**src/refcounted_slot_cache_macros.svh**
```systemverilog
// ----------------------------------------------------------------------------
// refcounted_slot_cache_macros
// Assertion macros for the slot cache. Each expects clk and rst_n in scope.
// ----------------------------------------------------------------------------
`ifndef REFCOUNTED_SLOT_CACHE_MACROS_SVH
`define REFCOUNTED_SLOT_CACHE_MACROS_SVH

// Same-cycle implication.
`define RSC_ASSERT_IMP(label, ante, cons) \
  label: assert property (@(posedge clk) disable iff (!rst_n) (ante) |-> (cons)) \
    else $error("slot cache assertion failed");

// Next-cycle implication.
`define RSC_ASSERT_NXT(label, ante, cons) \
  label: assert property (@(posedge clk) disable iff (!rst_n) (ante) |=> (cons)) \
    else $error("slot cache assertion failed");

`endif

```
**src/rsc_pkg.sv**
```systemverilog
// ----------------------------------------------------------------------------
// rsc_pkg
// Shared constants and beat types of the reference-counted slot cache.
// ----------------------------------------------------------------------------
`timescale 1ns / 1ps
`default_nettype none

package rsc_pkg;

  localparam int SLOT_COUNT     = 40;
  localparam int TILES_PER_SLOT = 16;
  localparam int KEY_BITS       = 16;

  localparam int IDX_W  = (SLOT_COUNT > 1) ? $clog2(SLOT_COUNT) : 1;
  localparam int USES_W = 8;
  localparam logic [USES_W-1:0] USES_MAX = '1;

  localparam int IN_KEY_W   = 16;
  localparam int SLOT_FLD_W = 6;
  localparam int TILE_FLD_W = 10;

  localparam logic REQ_ACQUIRE = 1'b0;
  localparam logic REQ_RELEASE = 1'b1;

  typedef struct packed {
    logic                req_type;
    logic [IN_KEY_W-1:0] key;
  } req_t;

  typedef struct packed {
    logic                  ok;
    logic [SLOT_FLD_W-1:0] slot_index;
    logic [TILE_FLD_W-1:0] tile_base;
    logic                  slot_freed;
  } rsp_t;

endpackage

`default_nettype wire

```
**src/refcounted_slot_cache.sv**
```systemverilog
// ----------------------------------------------------------------------------
// refcounted_slot_cache
// Reference-counted slot allocator over a two-port table of key/count entries.
// ----------------------------------------------------------------------------
`timescale 1ns / 1ps
`default_nettype none

// A request beat is taken when start is high and busy is low. Each request
// yields exactly one response beat on out_rsp, flagged by out_valid for a
// single cycle; the receiver cannot stall, so capture it on that edge. A
// request with key zero answers in the next cycle and leaves busy low. Any
// other request scans the whole slot table through the table's single read
// port, one entry a cycle, then writes the chosen entry back, if there is
// one: busy stays high through the scan, drain and finish states, and the
// response appears in the same cycle that busy falls. The table comes up
// empty right after reset with no clearing pass: per-entry valid flops make
// unwritten slots read as free.
module refcounted_slot_cache (
  input  wire               clk,
  input  wire               rst_n,
  input  wire               start,
  output logic              busy,
  input  rsc_pkg::req_t     in_req,
  output logic              out_valid,
  output rsc_pkg::rsp_t     out_rsp
);

  localparam logic [1:0] ST_IDLE   = 2'd0;
  localparam logic [1:0] ST_SCAN   = 2'd1;
  localparam logic [1:0] ST_DRAIN  = 2'd2;
  localparam logic [1:0] ST_FINISH = 2'd3;

  localparam int ENT_W = rsc_pkg::KEY_BITS + rsc_pkg::USES_W;
  localparam logic [rsc_pkg::IDX_W-1:0] LAST_IDX =
    rsc_pkg::IDX_W'(rsc_pkg::SLOT_COUNT - 1);

  // --------------------------------------------------------------------------
  // Slot table: key in the upper bits, use count in the lower bits.
  // --------------------------------------------------------------------------
  logic [ENT_W-1:0]                mem [rsc_pkg::SLOT_COUNT];
  logic                            mem_we;
  logic [rsc_pkg::IDX_W-1:0]       mem_wa;
  logic [ENT_W-1:0]                mem_wd;
  logic [rsc_pkg::IDX_W-1:0]       mem_ra;
  logic [ENT_W-1:0]                rd_data_r;

  // One valid flop per slot; a slot never written reads as free.
  logic [rsc_pkg::SLOT_COUNT-1:0]  vld_r;
  logic                            rd_vld_r;

  always_ff @(posedge clk) begin
    if (mem_we) begin
      mem[mem_wa] <= mem_wd;
    end
    rd_data_r <= mem[mem_ra];
  end

  always_ff @(posedge clk) begin
    if (!rst_n) begin
      vld_r    <= '0;
      rd_vld_r <= 1'b0;
    end else begin
      if (mem_we) begin
        vld_r[mem_wa] <= 1'b1;
      end
      rd_vld_r <= vld_r[mem_ra];
    end
  end

  // --------------------------------------------------------------------------
  // Sequencer state
  // --------------------------------------------------------------------------
  logic [1:0]                    state_r, state_nxt;
  logic [rsc_pkg::IDX_W-1:0]     scan_addr_r, scan_addr_nxt;
  logic [rsc_pkg::IDX_W-1:0]     rd_idx_r;
  logic                          rd_pend_r, rd_pend_nxt;
  logic                          req_type_r, req_type_nxt;
  logic [rsc_pkg::KEY_BITS-1:0]  key_r, key_nxt;

  logic                          hit_found_r, hit_found_nxt;
  logic [rsc_pkg::IDX_W-1:0]     hit_idx_r, hit_idx_nxt;
  logic [rsc_pkg::USES_W-1:0]    hit_uses_r, hit_uses_nxt;
  logic                          free_found_r, free_found_nxt;
  logic [rsc_pkg::IDX_W-1:0]     free_idx_r, free_idx_nxt;
  logic [rsc_pkg::USES_W-1:0]    free_uses_r, free_uses_nxt;

  logic                          out_valid_r, out_valid_nxt;
  rsc_pkg::rsp_t                 out_rsp_r, out_rsp_nxt;

  // Entry as returned by the read port, forced to free when never written.
  logic [rsc_pkg::KEY_BITS-1:0]  eff_key;
  logic [rsc_pkg::USES_W-1:0]    eff_uses;

  // Write-back helpers for the finish step.
  logic [rsc_pkg::IDX_W-1:0]     tgt_idx;
  logic [rsc_pkg::USES_W-1:0]    tgt_uses;
  logic [rsc_pkg::USES_W-1:0]    dec_uses;
  logic [rsc_pkg::KEY_BITS-1:0]  in_key;
  logic [31:0]                   tile_full;

  assign busy      = (state_r != ST_IDLE);
  assign out_valid = out_valid_r;
  assign out_rsp   = out_rsp_r;

  assign in_key   = rsc_pkg::KEY_BITS'(in_req.key);
  assign eff_key  = rd_vld_r ? rd_data_r[ENT_W-1 -: rsc_pkg::KEY_BITS] : '0;
  assign eff_uses = rd_vld_r ? rd_data_r[rsc_pkg::USES_W-1:0] : '0;

  always_comb begin
    state_nxt      = state_r;
    scan_addr_nxt  = scan_addr_r;
    rd_pend_nxt    = 1'b0;
    req_type_nxt   = req_type_r;
    key_nxt        = key_r;
    hit_found_nxt  = hit_found_r;
    hit_idx_nxt    = hit_idx_r;
    hit_uses_nxt   = hit_uses_r;
    free_found_nxt = free_found_r;
    free_idx_nxt   = free_idx_r;
    free_uses_nxt  = free_uses_r;
    out_valid_nxt  = 1'b0;
    out_rsp_nxt    = out_rsp_r;
    mem_we         = 1'b0;
    mem_wa         = '0;
    mem_wd         = '0;
    mem_ra         = scan_addr_r;
    tgt_idx        = '0;
    tgt_uses       = '0;
    dec_uses       = '0;
    tile_full      = '0;

    // Fold each returned entry into the first-hit and first-free trackers.
    if (rd_pend_r) begin
      if (!hit_found_r && eff_key == key_r) begin
        hit_found_nxt = 1'b1;
        hit_idx_nxt   = rd_idx_r;
        hit_uses_nxt  = eff_uses;
      end
      if (!free_found_r && eff_key == '0) begin
        free_found_nxt = 1'b1;
        free_idx_nxt   = rd_idx_r;
        free_uses_nxt  = eff_uses;
      end
    end

    case (state_r)
      ST_IDLE: begin
        if (start) begin
          req_type_nxt   = in_req.req_type;
          key_nxt        = in_key;
          hit_found_nxt  = 1'b0;
          free_found_nxt = 1'b0;
          scan_addr_nxt  = '0;
          if (in_key == '0) begin
            // Reject key zero at once; the table is left alone.
            out_valid_nxt = 1'b1;
            out_rsp_nxt   = '0;
          end else begin
            state_nxt = ST_SCAN;
          end
        end
      end

      ST_SCAN: begin
        // Issue one read a cycle; data lands in the next cycle.
        rd_pend_nxt = 1'b1;
        if (scan_addr_r == LAST_IDX) begin
          state_nxt = ST_DRAIN;
        end else begin
          scan_addr_nxt = scan_addr_r + 1'b1;
        end
      end

      ST_DRAIN: begin
        // The last entry is folded in above.
        state_nxt = ST_FINISH;
      end

      ST_FINISH: begin
        state_nxt     = ST_IDLE;
        out_valid_nxt = 1'b1;
        out_rsp_nxt   = '0;
        if (req_type_r == rsc_pkg::REQ_ACQUIRE) begin
          if (hit_found_r || free_found_r) begin
            tgt_idx   = hit_found_r ? hit_idx_r : free_idx_r;
            tgt_uses  = hit_found_r ? hit_uses_r : free_uses_r;
            tile_full = 32'(tgt_idx) * 32'(rsc_pkg::TILES_PER_SLOT);
            mem_we    = 1'b1;
            mem_wa    = tgt_idx;
            mem_wd    = {key_r, (tgt_uses == rsc_pkg::USES_MAX) ?
                                tgt_uses : tgt_uses + 1'b1};
            out_rsp_nxt.ok         = 1'b1;
            out_rsp_nxt.slot_index = rsc_pkg::SLOT_FLD_W'(tgt_idx);
            out_rsp_nxt.tile_base  = tile_full[rsc_pkg::TILE_FLD_W-1:0];
          end
        end else if (hit_found_r) begin
          // Drop one use; free the slot when none remain.
          dec_uses = (hit_uses_r == '0) ? '0 : hit_uses_r - 1'b1;
          mem_we   = 1'b1;
          mem_wa   = hit_idx_r;
          if (dec_uses == '0) begin
            mem_wd                 = '0;
            out_rsp_nxt.slot_freed = 1'b1;
          end else begin
            mem_wd = {key_r, dec_uses};
          end
          out_rsp_nxt.ok         = 1'b1;
          out_rsp_nxt.slot_index = rsc_pkg::SLOT_FLD_W'(hit_idx_r);
        end
      end

      default: begin
        state_nxt = ST_IDLE;
      end
    endcase
  end

  always_ff @(posedge clk) begin
    if (!rst_n) begin
      state_r      <= ST_IDLE;
      rd_pend_r    <= 1'b0;
      out_valid_r  <= 1'b0;
      hit_found_r  <= 1'b0;
      free_found_r <= 1'b0;
      scan_addr_r  <= '0;
    end else begin
      state_r      <= state_nxt;
      rd_pend_r    <= rd_pend_nxt;
      out_valid_r  <= out_valid_nxt;
      hit_found_r  <= hit_found_nxt;
      free_found_r <= free_found_nxt;
      scan_addr_r  <= scan_addr_nxt;
    end
  end

  // Payload registers: no reset needed.
  always_ff @(posedge clk) begin
    rd_idx_r    <= scan_addr_r;
    req_type_r  <= req_type_nxt;
    key_r       <= key_nxt;
    hit_idx_r   <= hit_idx_nxt;
    hit_uses_r  <= hit_uses_nxt;
    free_idx_r  <= free_idx_nxt;
    free_uses_r <= free_uses_nxt;
    out_rsp_r   <= out_rsp_nxt;
  end

  // --------------------------------------------------------------------------
  // Assertions
  // --------------------------------------------------------------------------
`include "refcounted_slot_cache_macros.svh"

  // A nonzero-key request always starts a table scan.
  `RSC_ASSERT_NXT(a_scan_on_accept, start && !busy && in_key != '0, state_r == ST_SCAN)
  // The finish step always produces its response beat.
  `RSC_ASSERT_NXT(a_finish_responds, state_r == ST_FINISH, out_valid && !busy)
  // A failed request reports all-zero fields.
  `RSC_ASSERT_IMP(a_fail_zero, out_valid && !out_rsp.ok, out_rsp == '0)
  // Only the finish step writes the table.
  `RSC_ASSERT_IMP(a_write_only_finish, mem_we, state_r == ST_FINISH)

endmodule

`default_nettype wire

```
**config.mk**
```make
export PLATFORM = sky130hd
export DESIGN_NAME = refcounted_slot_cache
export DESIGN_NICKNAME = d
export VERILOG_FILES = /design/src/rsc_pkg.sv /design/src/refcounted_slot_cache.sv
export VERILOG_INCLUDE_DIRS = /design/src /design/src/src
export SDC_FILE = /design/constraint.sdc
export NUM_CORES = 1
export LEC_CHECK = 0
export BUFFER_PORTS_ARGS = -buffer_cell sky130_fd_sc_hd__buf_4
export CORE_ASPECT_RATIO = 0.5
export CORE_MARGIN = 2
export CORE_UTILIZATION = 65
export DETAILED_ROUTE_END_ITERATION = 10
export GPL_TIMING_DRIVEN = 1
export MAX_ROUTING_LAYER = met4
export PLACE_DENSITY_LB_ADDON = 0.2
export SYNTH_ARGS = -nofsm -noshare
export SYNTH_HDL_FRONTEND = slang
export SYNTH_SLANG_ARGS = --single-unit
```
**constraint.sdc**
```tcl
create_clock -name clk -period 8.95 [get_ports clk]
set_clock_uncertainty 0.15 [all_clocks]
set_input_delay 1.79 -clock clk [delete_from_list [all_inputs] [get_ports clk]]
set_output_delay 1.79 -clock clk [all_outputs]
set_load 0.05 [all_outputs]
```
==> impl_metrics.json <==
{
  "synthAdderAreaFrac": 0.00235,
  "antenna_found_initial": 3,
  "synth_cell_type_count": 67,
  "setup_viol": 0,
  "die-area_mm2": 0.0678,
  "drt.antenna.violating_nets": 0,
  "overflow": 0,
  "wl_per_cell_um": 33.3,
  "avgViaCountPerCell": 7.00,
  "tritoncts": "built",
  "power_density_mw_per_mm2": 222,
  "p_seq_frac": 0.541,
  "start_util": 0.657,
  "die_w_um": 366,
  "dr.pass1.iters": 5,
  "drtIter0Drc": 3373,
  "synth_cells": 2099,
  "yosys_warnings": 0,
  "cts_setup_buffers": 0,
  "num_vias": 22000,
  "synth_top_family_by_area": "multiplexers",
  "fmax_mhz": 249,
  "crit_slowest_cell": "nor2_4",
  "synth-compound-area-share": 0.0371,
  "ir_worst_vdd_mv": 0.148,
  "hold_ws_ns": 0.288,
  "status": "completed",
  "drt_wl_total_mm": 105,
  "p_leak_nw": 12.5,
  "worstPathMaxFanout": 25,
  "pin_count": 40,
  "holdBufCountCts": 0,
  "min_period_over_period": 0.448,
  "synth_edf_count": 1019,
  "gp_congestion": 0.908,
  "synthMuxAreaShare": 0.154,
  "synth-xor-area-share": 0.00308,
  "cp_cell_sequence": "or4bb_1 > a21oi_1 > nand3_2 > nor2_4",
  "post-route-min-period_ns": 4.01,
  "fin_nets": 2211,
  "clock_latency_ns": 0.67,
  "drc": 0,
  "clock-sinks": 1102,
  "cap_viol_max_count": 0,
  "drive_gt1_frac": 0.261,
  "row_count": 66,
  "placed_cell_area_mm2": 0.0444,
  "track_usage": 0.327,
  "syn_area_per_cell_um2": 20.3,
  "postCtsResizedCells": 0,
  "rsz0062_at_grt": "no",
  "cp_top_family": "simple AND/OR/NAND/NOR gates",
  "numCtsBuffers": 91,
  "internal_power_w": 0.00821,
  "switching_share": 0.222,
  "hold_class": "flip-flop to flip-flop",
  "synthesis.area_mm2": 0.0426,
  "hold_violations": 0,
  "comb_power_share": 0.067,
  "grt_pass1_wl_mm": 151,
  "grt_max_degree": 105,
  "grt_pass1_vias": 21600,
  "hpwlAfterDp_mm": 57.8,
  "worst_pin_slew_ns": 1.27,
  "crit_arrival_ns": 4.13,
  "n_fill_cell": 3623,
  "syn_to_final_growth_pct": 11.3,
  "synth-async-reset-ratio": 0,
  "worstPathRequired_ns": 9.08,
  "coreArea_mm2": 0.0649,
  "crit_buf_inv": 0,
  "cts.clk_slew.worst_paths_ns": 0.06,
  "clockRootBuffer": "clkbuf_16",
  "clockPowerShare": 0.391,
  "drv_slew": 0,
  "h-tree-depth": 3,
  "yosysSeqAreaShare": 0.757,
  "fin_tns_setup_ns": 0,
  "synth_flop_cell": "edfxtp_1",
  "p_sw_w": 0.00234,
  "synth-seq-cells": 1102,
  "io_buffers": 35,
  "yosys.area_share.simple": 0.0333,
  "clk_path_buf_depth": 3,
  "critical_path_class": "flip-flop to flip-flop",
  "final_cell_area_mm2": 0.0474,
  "diodes": 0,
  "critical-path-max-stage-delay_ns": 0.98,
  "slew_headroom": 0.153,
  "start_kind": "flip-flop",
  "crit_path_end_kind": "flip-flop",
  "fp.dieH_um": 185
}
==> cells in the mapped netlist (5+ instances only) <==
cell type,instances,area (µm²)
ha_1,8,100
nand2b_1,10,62.6
xor2_1,10,87.6
mux4_2,262,5900
and2_1,16,100
o21a_1,45,338
clkbuf_1,57,214
buf_2,33,165
o22ai_1,20,125
o21ai_0,26,130
a31oi_1,6,37.5
nor4_1,8,50.1
buf_4,14,105
edfxtp_1,1019,30600
nor2_1,60,225
nand4b_1,5,43.8
nand3_1,22,110
dfxtp_1,83,1660
nor3_1,13,65.1
a211oi_1,16,120
a21oi_1,55,275
or3_1,6,37.5
xnor2_1,5,43.8
a22oi_1,49,368
nand2_1,96,360
mux2i_1,50,500
nor2b_1,9,56.3
inv_1,15,56.3
mux2_2,14,158
nand3b_1,5,37.5
==> sequential cells by signal (all words and copies together) (netlist names), 2 cells and up <==
name and count:
free_idx_r 6, free_uses_r 8, hit_idx_r 6, hit_uses_r 8, key_r 16, mem 960
mem_ra 6, out_rsp 14, rd_data_r 24, rd_idx_r 6, state_r 2, vld_r 40
==> path summary, 6_finish.rpt <==
kind | start | end | slack (ns) | depth (start not counted)
max reg2reg | req_type_r$_DFFE_PP_ | mem[24][2]$_DFFE_PP_ | 4.94 | 4
min | rd_idx_r[1]$_DFF_P_ | hit_idx_r[1]$_DFFE_PP_ | 0.29 | 0
max | req_type_r$_DFFE_PP_ | mem[24][2]$_DFFE_PP_ | 4.94 | 4
min reg2reg | rd_idx_r[1]$_DFF_P_ | hit_idx_r[1]$_DFFE_PP_ | 0.29 | 0
==> layout by cell type, fill, tap and decap left out, types with 5 or more instances in the layout <==
master / n
nor2b_1: 9
nand3_1: 22
a22oi_1: 49
clkbuf_16: 94
a21oi_1: 55
xor2_1: 10
bufinv_16: 11
o22ai_1: 19
edfxtp_1: 1019
o21ai_1: 5
clkbuf_1: 19
nor2_4: 22
nand4b_1: 5
mux2i_1: 50
or3_1: 6
ha_1: 8
mux2_2: 14
nand3b_1: 5
o21a_1: 45
mux4_2: 262
nor2_2: 18
o21ai_0: 9
nor3_1: 13
buf_4: 95
a211oi_1: 14
xnor2_1: 5
nand2b_1: 10
clkinv_1: 13
clkinv_2: 21
nand2_1: 96
inv_1: 15
and2_1: 16
dfxtp_1: 78
nor2_1: 20
nor4_1: 8
o21ai_2: 15
==> per-stage QoR <==
stage / worst slack (ns) / power (W) / cells / util
2_1_floorplan: 4.61 / 0.00635 / 2102 / -
3_3_place_gp: 4.80 / 0.00653 / 2974 / 0.684
3_5_place_dp: 4.72 / 0.00654 / 2974 / 0.684
4_1_cts: 4.86 / 0.0106 / 3143 / 0.731
5_1_grt: 4.60 / 0.0108 / 3143 / 0.731
6_report: 4.94 / 0.0105 / 3143 / 0.731
==> area by class of cell <==
class / count / area [µm²] / share of cell area
flip-flops and latches: 1102 / 32300 / 0.680
multi-input cells: 874 / 10200 / 0.215
clock buffers: 115 / 2450 / 0.0517
well taps: 884 / 1110 / 0.0233
repair buffers: 97 / 753 / 0.0159
clock inverters: 54 / 581 / 0.0122
inverters: 17 / 63.8 / 0.00135
==> routing by layer <==
layer,GRT usage,vias to the layer above,part of all wire
li1,-,8821,-
met1,0.479,11500,0.39
met2,0.477,1496,0.46
met3,0.0712,199,0.12
met4,0.0884,0,0.027
met5,-,-,0
==> cell families after synthesis <==
| group | after synthesis |
|---|---|
| xor+xnor | 15 |
| compound gates | 240 |
| mux | 326 |
| buf+inv | 126 |
| fa+ha+maj | 8 |
| flops | 1102 |
| other cells | 1 |
| simple gates | 281 |
==> power groups by stage <==
stage          Clock [W]  Sequential [W]  Combinational, W
4_1_cts          0.00414         0.00571          0.000718
3_3_place_gp           0         0.00582          0.000706
2_1_floorplan          0         0.00578          0.000567
3_5_place_dp           0         0.00583          0.000712
5_1_grt          0.00432         0.00572          0.000768
6_report         0.00413         0.00571          0.000711
(Power assumes the default switching activity.)
